--- src/rtl/r2fft_pkg.sv ---
package r2fft_pkg;

	localparam int POINTS     = 1024;
	localparam int LG_POINTS  = $clog2(POINTS);
	localparam int SAMPLE_W   = 16;
	localparam int RES_W      = 26;
	localparam int TW_W       = 17;
	localparam int ENTRY_W    = 2 * RES_W;
	localparam int ADDR_W     = LG_POINTS;
	localparam int TW_DEPTH   = POINTS / 2;
	localparam int TWA_W      = LG_POINTS - 1;
	localparam int STG_W      = $clog2(LG_POINTS + 1);
	localparam int QDEPTH     = 4;
	localparam int QPTR_W     = 2;

	localparam logic CMD_PUSH  = 1'b0;
	localparam logic CMD_FETCH = 1'b1;

	typedef struct packed {
		logic                       cmd;
		logic signed [SAMPLE_W-1:0] re;
		logic signed [SAMPLE_W-1:0] im;
	} req_t;

	localparam int REQ_W = 1 + 2 * SAMPLE_W;

	localparam logic [63:0] PI_Q40 = 64'h3243F6A8886;

	// Unsigned quotient by shift and subtract (elaboration only).
	function automatic longint unsigned udiv_small(input longint unsigned num,
			input longint unsigned den);
		longint unsigned rem, quo;
		rem = '0;
		quo = '0;
		for (int b = 63; b >= 0; b--) begin
			rem = {rem[62:0], num[b]};
			if (rem >= den) begin
				rem = rem - den;
				quo[b] = 1'b1;
			end
		end
		return quo;
	endfunction

	// Q15 sine or cosine of 2*pi*k/POINTS for k <= POINTS/8 (elaboration only).
	function automatic longint taylor_q15(input longint k, input bit odd);
		longint unsigned x, x2, term, d;
		longint sum;
		longint unsigned lp;
		lp = longint'(POINTS);
		x = (64'd2 * longint'(k) * PI_Q40 + lp * 64'd512) >> (LG_POINTS + 10);
		x2 = (x * x) >> 30;
		term = odd ? x : (64'd1 << 30);
		sum = longint'(term);
		for (int n = 1; n <= 7; n++) begin
			d = odd ? longint'((2 * n) * (2 * n + 1)) : longint'((2 * n - 1) * (2 * n));
			term = udiv_small((term * x2) >> 30, d);
			if (n % 2 == 1) sum = sum - longint'(term);
			else            sum = sum + longint'(term);
		end
		return (sum + 16384) >>> 15;
	endfunction

	function automatic logic [2*TW_W-1:0] twiddle(input int r);
		longint s, c;
		int k, j;
		k = (r <= POINTS / 4) ? r : POINTS / 2 - r;
		if (k <= POINTS / 8) begin
			s = taylor_q15(k, 1'b1);
			c = taylor_q15(k, 1'b0);
		end else begin
			j = POINTS / 4 - k;
			s = taylor_q15(j, 1'b0);
			c = taylor_q15(j, 1'b1);
		end
		if (r > POINTS / 4) c = -c;
		return {TW_W'(c), TW_W'(s)};
	endfunction

	function automatic logic [ADDR_W-1:0] bitrev(input logic [ADDR_W-1:0] v);
		logic [ADDR_W-1:0] o;
		for (int b = 0; b < ADDR_W; b++) o[b] = v[ADDR_W-1-b];
		return o;
	endfunction

	function automatic logic signed [RES_W-1:0] sat_res(input logic signed [RES_W+1:0] v);
		if (v > (RES_W+2)'(2**(RES_W-1) - 1)) return {1'b0, {(RES_W-1){1'b1}}};
		if (v < -(RES_W+2)'(2**(RES_W-1)))   return {1'b1, {(RES_W-1){1'b0}}};
		return v[RES_W-1:0];
	endfunction

endpackage

--- src/rtl/r2fft_queue.sv ---
module r2fft_queue import r2fft_pkg::*; (
	input  logic             clk,
	input  logic             arst_n,
	input  logic             push,
	input  logic [REQ_W-1:0] wdata,
	input  logic             pop,
	output logic [REQ_W-1:0] rdata,
	output logic             empty,
	output logic             full
);
	logic [REQ_W-1:0]  slot_q [QDEPTH];
	logic [QPTR_W-1:0] wp_q, rp_q;
	logic [QPTR_W:0]   cnt_q;

	assign empty = (cnt_q == '0);
	// Two slots of margin cover the front's registered hold.
	assign full  = (cnt_q >= (QPTR_W+1)'(QDEPTH - 2));
	assign rdata = slot_q[rp_q];

	always_ff @(posedge clk) begin
		if (push) slot_q[wp_q] <= wdata;
	end

	always_ff @(posedge clk or negedge arst_n) begin
		if (!arst_n) begin
			wp_q <= '0;
			rp_q <= '0;
			cnt_q <= '0;
		end else begin
			if (push) wp_q <= wp_q + 1'b1;
			if (pop) rp_q <= rp_q + 1'b1;
			cnt_q <= cnt_q + (QPTR_W+1)'(push) - (QPTR_W+1)'(pop);
		end
	end
endmodule

--- config.mk ---
export PLATFORM = sky130hd
export DESIGN_NAME = r2fft_queue
export DESIGN_NICKNAME = d
export VERILOG_FILES = /design/src/rtl/r2fft_pkg.sv /design/src/rtl/r2fft_queue.sv
export SDC_FILE = /design/constraint.sdc
export NUM_CORES = 1
export LEC_CHECK = 0
export BUFFER_PORTS_ARGS = -buffer_cell sky130_fd_sc_hd__buf_2
export CORE_MARGIN = 1.5
export CORE_UTILIZATION = 55
export CTS_CLUSTER_DIAMETER = 30
export DETAILED_ROUTE_END_ITERATION = 12
export PLACE_DENSITY = 0.81
export SYNTH_ARGS = -nofsm -noshare
export SYNTH_HDL_FRONTEND = slang
export SYNTH_SLANG_ARGS = --single-unit
--- constraint.sdc ---
create_clock -name clk -period 5.4 [get_ports clk]
set_clock_uncertainty 0.05 [all_clocks]
set_input_delay 1.08 -clock clk [delete_from_list [all_inputs] [get_ports clk]]
set_output_delay 1.08 -clock clk [all_outputs]
set_load 0.02 [all_outputs]
==> impl_metrics.json, run 1 <==
{
  "rows": 35,
  "routed_via_density": 5.595,
  "core_area_sq_um": 9196,
  "dp_hpwl_um": 4805,
  "end_kind": "primary output",
  "drtIter0Drc": 73,
  "routed-via-count": 2333,
  "reg2reg_to": "slot_q[1][12]",
  "antenna_found_initial": 0,
  "cts.sinks": 139,
  "synth.most_common_cell": "edfxtp_1",
  "cts_inserted_buffers": 17,
  "fin_tns_setup_ps": 0,
  "fin_area_sq_um": 6252,
  "ys_async_sr_fraction": 0.05036,
  "ys.flop_type": "edfxtp_1",
  "num-nets-final": 338,
  "maxCapViolCount": 0,
  "max_stage_delay_ps": 720,
  "cp-start-kind": "register",
  "crit_type": "register to primary output",
  "htree_levels": 4,
  "power_frac_comb": 0.269,
  "crit_required_ps": 4270,
  "drive_gt1_frac": 0.4477,
  "die_w_um": 100.4,
  "p_int_mw": 2.594,
  "route.detailed.drc": 0,
  "p_leak_nw": 2.240,
  "p_clk_frac": 0.319,
  "wl_met2_um": 4230,
  "grt_max_degree": 34,
  "p_switching_mw": 1.111,
  "yosys_warnings": 0,
  "slew_headroom": 0.3808,
  "worstMarginPinSlew_ps": 928.8,
  "clockBufferDepth": 2,
  "fmax_mhz": 281.0,
  "r2r_slack_ps": 3520,
  "syn_to_final_growth_pct": 19.89,
  "ys_seq_area_frac": 0.7937,
  "crit_path_max_fanout": 18,
  "switching_share": 0.2999,
  "drt_first_pass_iters": 4,
  "grt_pass1_wl_um": 12830,
  "met1_length_um": 3705,
  "dr_wl_met3_um": 306,
  "cts_hold_buf": 0,
  "critical_path_cell_count": 3,
  "synth.distinct_cells": 17,
  "rsz0062_at_grt": "no",
  "fillers": 584,
  "min_period_over_period": 0.6589,
  "synth_commonest_cells": "132 x edfxtp_1, 28 x mux4_2, 8 x inv_1",
  "hp-class": "input port to async pin",
  "design.die.area_sq_um": 10080,
  "initial_core_util": 0.5671,
  "synth_edf_count": 132,
  "cp_num_buf_inv": 2,
  "cts_tree": "done",
  "critPathTopFamily": "flip-flops",
  "syn-mean-instance-area_sq_um": 24.95,
  "place_area_sq_um": 5639,
  "root_buffer": "clkbuf_8",
  "clk_latency_ps": 510,
  "setup_viol_count_final": 0,
  "gp_congestion": 0.7031,
  "netlist_area_sq_um": 5215,
  "ys_ff_latch": 139,
  "grt_pass1_vias": 2430,
  "syn_inst": 209,
  "highest_layer": "met4",
  "routed_wl_um": 8395,
  "antenna_left": 0,
  "slowest_stage": "dfrtp_2",
  "cts_resized": 0,
  "period_needed_ps": 3558,
  "power.density_nw_per_um2": 592.6,
  "pin_count": 72,
  "portBuffers": 71,
  "overflow": 0,
  "seqPwrFrac": 0.412,
  "dieHeight_um": 100.4,
  "finalMaxSlewViolations": 0,
  "synthTopCellsByArea": "edfxtp_1 76%, mux4_2 12%, dfrtp_1 3.4%",
  "timing.rr.start": "wp_q[1]",
  "ir_drop_uv": 290.8,
  "grt_use_total": 0.1809,
  "cp_cell_sequence": "buf_4 -> mux4_2 -> buf_2",
  "synth_nets": 254,
  "num_antenna_cells": 0,
  "reg2regPathDepth": 3,
  "drt-wirelength-per-cell_um": 20.13,
  "cts.clk_slew.worst_paths_ps": 60,
  "yosysTopAreaCellShare": 0.7601,
  "postCtsSetupBuffers": 0,
  "cp.arrival_ps": 2430,
  "finalHoldViolations": 0,
  "synth_top_area_cell": "edfxtp_1",
  "status": "finished clean"
}
cells in the final DEF, fill, tap and decap left out:
| cell | instances |
|---|---|
| and2_2 | 4 |
| dfrtp_1 | 6 |
| fa_1 | 1 |
| nor3_1 | 1 |
| o21ai_0 | 1 |
| bufinv_16 | 4 |
| buf_2 | 71 |
| clkinv_2 | 2 |
| ha_1 | 7 |
| clkinv_4 | 2 |
| xor2_1 | 3 |
| buf_4 | 2 |
| xnor2_1 | 1 |
| inv_1 | 8 |
| clkbuf_1 | 1 |
| clkbuf_8 | 1 |
| inv_6 | 2 |
| dfrtp_2 | 1 |
| clkbuf_16 | 16 |
| edfxtp_1 | 132 |
| clkinvlp_4 | 4 |
| mux4_2 | 28 |
| nand2_1 | 2 |
| mux4_1 | 5 |
| o31ai_1 | 1 |
layout make-up:
type | instances | area [sq um] | area share
timing repair buffer | 73 | 370.4 | 0.05924
clock inverter | 14 | 195.2 | 0.03122
sequential | 139 | 4140 | 0.6622
inverter | 8 | 30.03 | 0.004803
multi-input combinational | 54 | 959.7 | 0.1535
tap | 111 | 138.9 | 0.02221
clock buffer | 18 | 417.9 | 0.06684
how the worst max path moves through the flow:
stage                  from            to
global route        rp_q[0]     rdata[27]
floorplan              push  slot_q[1][0]
global placement    rp_q[0]     rdata[27]
CTS                 rp_q[0]     rdata[17]
finish              rp_q[0]     rdata[27]
detailed placement  rp_q[0]     rdata[27]
power groups by stage:
stage                     registers [mW]  logic [mW]  clock network [mW]
after floorplan                     1.48       0.820                   0
after global placement              1.54       0.995                   0
after detailed placement            1.55        1.01                   0
after CTS                           1.53        1.02                1.19
after global routing                1.55        1.08                1.24
final                               1.53       0.997                1.18
registers in the layout, summed over array words and instances, names as in the netlist:
name    flops
rp_q        2
wp_q        2
cnt_q       3
slot_q    132
layer usage:
layer | track usage | vias up
met1 | 0.2268 | 1213
met3 | 0.04805 | 14
met5 | 0 | -
met2 | 0.2951 | 59
met4 | 0.09101 | 0
li1 | - | 1047
logic make-up (layout without fill, tap and decap cells):
group / after synthesis / after routing / synth area share
xor+xnor: 4 / 4 / 0.006719
mux: 33 / 33 / 0.1461
buf+inv: 16 / 113 / 0.02327
simple gates: 7 / 7 / 0.007197
flops: 139 / 139 / 0.7937
fa+ha+maj: 8 / 8 / 0.02063
compound gates: 2 / 2 / 0.002399
per-stage QoR:
step / worst slack (ps) / instances / util / hold WS, ps / power, mW
3_5_place_dp: 2316 / 385 / 0.6132 / 480.8 / 2.566
4_1_cts: 1762 / 417 / 0.6799 / 333.9 / 3.744
6_report: 1842 / 417 / 0.6799 / 344.3 / 3.705
2_1_floorplan: 3059 / 209 / - / 441.4 / 2.298
5_1_grt: 1657 / 417 / 0.6799 / 340.0 / 3.867
3_3_place_gp: 2317 / 385 / 0.6132 / 457.4 / 2.534
Power figures use the tool's default switching activity.
==> run 2: changes to the inputs <==
- clock period: 5.4 -> 3.3 ns (I/O delays scaled with it)
==> run 2 against run 1 <==
Net effect:
- design area shrank 0.98%
- die area is the same
- register-to-register slack lost 2100 ps
- wire length grew 1.5%
- largest power group unchanged
- highest routed layer unchanged
==> impl_metrics.json, run 2 (synthesized netlist as in run 1, its figures left out) <==
{
  "setup_viol_count_final": 0,
  "grt_pass1_vias": 2550,
  "power.density_nw_per_um2": 940.0,
  "power_frac_comb": 0.283,
  "routed_via_density": 5.612,
  "layout_commonest_cell": "edfxtp_1",
  "overflow": 0,
  "slew_headroom": 0.3985,
  "num-nets-final": 340,
  "finalMaxSlewViolations": 0,
  "reg_top3": "slot_q (132), cnt_q (3)",
  "grt_max_degree": 34,
  "switching_share": 0.3088,
  "cts_tree": "done",
  "dieHeight_um": 100.4,
  "reg2reg_to": "slot_q[0][16]",
  "htree_levels": 4,
  "drt-wirelength-per-cell_um": 20.44,
  "reg2regPathDepth": 3,
  "seqPwrFrac": 0.432,
  "antenna_left": 0,
  "drtIter0Drc": 115,
  "p_clk_frac": 0.285,
  "portBuffers": 71,
  "ir_drop_uv": 519.2,
  "fillers": 592,
  "grt_use_total": 0.1852,
  "antenna_found_initial": 0,
  "root_buffer": "clkbuf_8",
  "die_w_um": 100.4,
  "end_kind": "primary output",
  "cts_resized": 0,
  "grt_pass1_wl_um": 13240,
  "dp_hpwl_um": 5018,
  "syn_to_final_growth_pct": 18.71,
  "cp.arrival_ps": 2270,
  "rsz0062_at_grt": "no",
  "min_period_over_period": 0.9044,
  "multi_input_area_sq_um": 959.7,
  "fin_tns_setup_ps": 0,
  "fmax_mhz": 335.1,
  "cts.clk_slew.worst_paths_ps": 60,
  "crit_path_max_fanout": 20,
  "p_switching_mw": 1.797,
  "r2r_slack_ps": 1450,
  "postCtsSetupBuffers": 0,
  "regMostFlops": "slot_q",
  "hp-class": "input port to register",
  "gp_congestion": 0.6867,
  "finalHoldViolations": 0,
  "pin_count": 72,
  "drt_first_pass_iters": 4,
  "drive_gt1_frac": 0.4444,
  "period_needed_ps": 2984,
  "p_leak_nw": 2.229,
  "cts.sinks": 139,
  "layout_common_cells": "132 x edfxtp_1, 71 x buf_2, 28 x mux4_2",
  "maxCapViolCount": 0,
  "largest_reg_flops": 132,
  "timing.rr.start": "wp_q[0]",
  "routed-via-count": 2340,
  "routed_wl_um": 8523,
  "p_int_mw": 4.022,
  "status": "finished clean",
  "initial_core_util": 0.5671,
  "seq_area_sq_um": 4140,
  "num_antenna_cells": 0,
  "clk_latency_ps": 510,
  "worstMarginPinSlew_ps": 902.2,
  "core_area_sq_um": 9196,
  "cts_inserted_buffers": 17,
  "clockBufferDepth": 2,
  "design.die.area_sq_um": 10080,
  "cp-start-kind": "register",
  "endpoint": "rdata[31]",
  "crit_start": "rp_q[0]",
  "route.detailed.drc": 0,
  "rows": 35,
  "crit_required_ps": 2590,
  "final_util": 0.6732,
  "crit_type": "register to primary output"
}
-- run 2: worst min path at each step --
| stage | start | to | slack [ps] | depth (start not counted) |
|---|---|---|---|---|
| after floorplan | arst_n | cnt_q[0] | 310 | 0 |
| after detailed placement | arst_n | cnt_q[2] | 460 | 1 |
| after CTS | wdata[17] | slot_q[3][17] | 300 | 1 |
| after global placement | arst_n | cnt_q[2] | 460 | 1 |
| final | wdata[17] | slot_q[1][17] | 320 | 1 |
| after global routing | wdata[6] | slot_q[2][6] | 300 | 1 |
-- run 2: power groups by stage --
stage | logic [mW] | clock network [mW] | registers [mW]
floorplan | 1.34 | 0 | 2.42
global placement | 1.64 | 0 | 2.53
detailed placement | 1.67 | 0 | 2.56
CTS | 1.68 | 1.67 | 2.53
global route | 1.77 | 1.75 | 2.56
finish | 1.65 | 1.66 | 2.51
-- run 2: layout make-up --
type,instances,share of cell area
clock buffer,18,0.06750
sequential,139,0.6688
inverter,8,0.004850
tap,111,0.02243
multi-input combinational,54,0.1550
clock inverter,12,0.01677
timing repair buffer,75,0.06467
-- run 2: stage by stage --
stage	setup slack (ps)	hold WS [ps]	power, mW	cell area [sq um]	instances
after floorplan	1379	314.4	3.761	5215	209
after global placement	795.1	456.0	4.175	5659	386
after detailed placement	800.5	461.2	4.226	5659	386
after CTS	257.4	296.9	5.879	6191	417
after global routing	174.0	295.1	6.074	6191	417
final	315.5	315.3	5.820	6191	417
-- run 2: what timing repair did --
item                                    CTS  global route
hold endpoints to repair                  7             0
endpoints found under the setup margin    0             0
hold buffers                              1             0
-- run 2: layer usage --
metal | wire length, um | track usage | vias to the layer above
met1 | 3509 | 0.2215 | 1232
met3 | 382 | 0.06337 | 9
li1 | - | - | 1044
met4 | 85 | 0.06284 | 0
met2 | 4547 | 0.3171 | 55
met5 | 0 | 0 | -
-- run 2: critical path, stage by stage, from the launching register on --
cell,delay [ps]
dfrtp_2,790
buf_12,260
mux4_2,530
buf_2,180
==> run 3: changes to the inputs <==
- ABC_AREA: not set -> 1
- CORE_UTILIZATION: 55 -> 41
- PLACE_DENSITY: 0.81 -> 0.64
==> run 3 against run 2 <==
Net effect:
- flip-flop and latch count unchanged
- design area rose by 13%
- critical path depth increased by 2
==> impl_metrics.json, run 3 <==
{
  "ys_ff_latch": 139,
  "cts_hold_buf": 0,
  "syn_to_final_growth_pct": 17.47,
  "routed-via-count": 3752,
  "slew_headroom": 0.5071,
  "antenna_found_initial": 2,
  "cp_cell_sequence": "buf_4 -> nand2_1 -> nand3_1 -> nand2_1 -> buf_2",
  "dp.cells": 797,
  "crit_top_cell": "nand2_1",
  "ys.flop_type": "edfxtp_1",
  "grt_use_total": 0.1634,
  "yosysTopAreaCellShare": 0.6637,
  "synth_nets": 606,
  "layout_common_cells": "172 x nand2_1, 140 x inv_1, 132 x edfxtp_1",
  "status": "finished clean",
  "grt_pass1_vias": 3721,
  "rsz0062_at_grt": "no",
  "finalMaxSlewViolations": 0,
  "cp-start-kind": "register",
  "largest_reg_flops": 132,
  "num-nets-final": 681,
  "cts_tree": "done",
  "cts_inserted_buffers": 17,
  "drive_gt1_frac": 0.1620,
  "dieHeight_um": 123.7,
  "netlist_area_sq_um": 5972,
  "route.detailed.drc": 0,
  "synthTopCellsByArea": "edfxtp_1 66%, nand2_1 11%, inv_1 9.1%",
  "fin_area_sq_um": 7015,
  "clockBufferDepth": 2,
  "cts.clk_slew.worst_paths_ps": 50,
  "initial_core_util": 0.4253,
  "grt_pass1_wl_um": 18270,
  "ys_seq_area_frac": 0.6931,
  "setup_viol_count_final": 0,
  "clk_latency_ps": 410,
  "cts.sinks": 139,
  "drt_first_pass_iters": 4,
  "regMostFlops": "slot_q",
  "drtIter0Drc": 249,
  "syn_inst": 561,
  "routed_via_density": 4.526,
  "synth.distinct_cells": 15,
  "synth_commonest_cells": "172 x nand2_1, 144 x inv_1, 132 x edfxtp_1",
  "end_kind": "primary output",
  "crit_required_ps": 2590,
  "synth_top_area_cell": "edfxtp_1",
  "fmax_mhz": 380.0,
  "die_w_um": 123.7,
  "design.die.area_sq_um": 15300,
  "core_area_sq_um": 14040,
  "critPathTopFamily": "buffers and inverters",
  "root_buffer": "clkbuf_16",
  "synth_edf_count": 132,
  "hp-class": "input port to async pin",
  "p_leak_nw": 3.296,
  "pin_count": 72,
  "hold_slack_ps": 46.95,
  "layout_commonest_cell": "nand2_1",
  "rows": 43,
  "finalHoldViolations": 0,
  "ir_drop_uv": 472.3,
  "power.density_nw_per_um2": 924.4,
  "synth.most_common_cell": "nand2_1",
  "fin_tns_setup_ps": 0,
  "overflow": 0,
  "htree_levels": 4,
  "max_stage_delay_ps": 600,
  "routed_wl_um": 11560,
  "maxCapViolCount": 0,
  "reg_top3": "slot_q (132), cnt_q (3)",
  "postCtsSetupBuffers": 0,
  "place_area_sq_um": 6475,
  "crit_type": "register to primary output",
  "syn-mean-instance-area_sq_um": 10.65,
  "ys_async_sr_fraction": 0.05036,
  "dp_hpwl_um": 6690,
  "period_needed_ps": 2631,
  "antenna_left": 0,
  "portBuffers": 71,
  "worstMarginPinSlew_ps": 738.3,
  "drt-wirelength-per-cell_um": 13.95,
  "min_period_over_period": 0.7974,
  "final_util": 0.4996,
  "slowest_stage": "buf_4",
  "cp.arrival_ps": 1920,
  "finalNonFillerCells": 829,
  "cp_num_buf_inv": 2,
  "fillers": 1263,
  "crit_path_max_fanout": 68,
  "gp_congestion": 0.7494,
  "yosys_warnings": 0,
  "grt_max_degree": 69,
  "cts_resized": 0
}
-- run 3: cell types whose count changed after synthesis, moves of 2 or more --
cell / previous run / this run
and2_1: 4 / 0
buf_12: 3 / 0
buf_2: 4 / 13
buf_6: 1 / 6
clkbuf_1: 0 / 3
inv_1: 8 / 144
inv_2: 0 / 2
mux4_1: 5 / 0
mux4_2: 28 / 0
nand2_1: 2 / 172
nand3_1: 0 / 67
-- run 3: area by class of cell --
class,count,area (sq um),area share
sequential,139,4140,0.5902
multi-input combinational,253,1134,0.1616
inverter,146,548.0,0.07812
clock buffer,18,429.2,0.06117
timing repair buffer,79,427.9,0.06100
tap,180,225.2,0.03210
clock inverter,13,108.9,0.01552
antenna,1,2.502,0.0003567
-- run 3: power breakdown --
part	total, mW	internal [mW]	leakage, nW	switching, mW
clock network	1.72	1.08	0.262	0.642
registers	2.42	2.32	1.29	0.0930
logic	2.35	0.687	1.74	1.66
-- run 3: worst register-to-register path, stage by stage (launching register included) --
cell and delay, ps:
dfrtp_1 420, inv_1 100, ha_1 150, nand2_1 50, clkinv_1 40, buf_4 450
-- run 3: routing by layer --
layer  global-route usage  vias up  share of wire
met3              0.04899       11          0.051
met4              0.05388        2          0.011
met5                    0        -         0.0010
met2               0.2842       76           0.50
li1                     -     1892              -
met1               0.1937     1771           0.44
-- run 3: path summary, 6_finish.rpt --
path	from	endpoint	slack [ps]	depth (start not counted)
max in group asynchronous	arst_n	rp_q[0]	2950	1
max	rp_q[0]	rdata[30]	670	5
min	arst_n	wp_q[1]	50	1
min in group clk	wdata[28]	slot_q[3][28]	410	1
min reg2reg	wp_q[0]	wp_q[0]	480	1
max reg2reg	wp_q[0]	slot_q[2][1]	1650	5
-- run 3: cell families (layout without fill, tap and decap cells) --
kind of cell,Yosys count,after routing,synth area share
other,0,1,0
adders and majority gates,8,8,0.01802
buffers and inverters,169,256,0.1171
AOI/OAI and AO/OA,1,1,0.0008372
DFF,139,139,0.6931
xor gates and xnor gates,4,4,0.005866
and+or+nand+nor,240,240,0.1651
-- run 3: per-stage QoR --
step	power, mW	setup slack [ps]
detailed placement	4.832	1117
CTS	6.570	633.8
global route	6.895	563.1
global placement	4.771	1165
finish	6.485	668.7
floorplan	4.121	1267
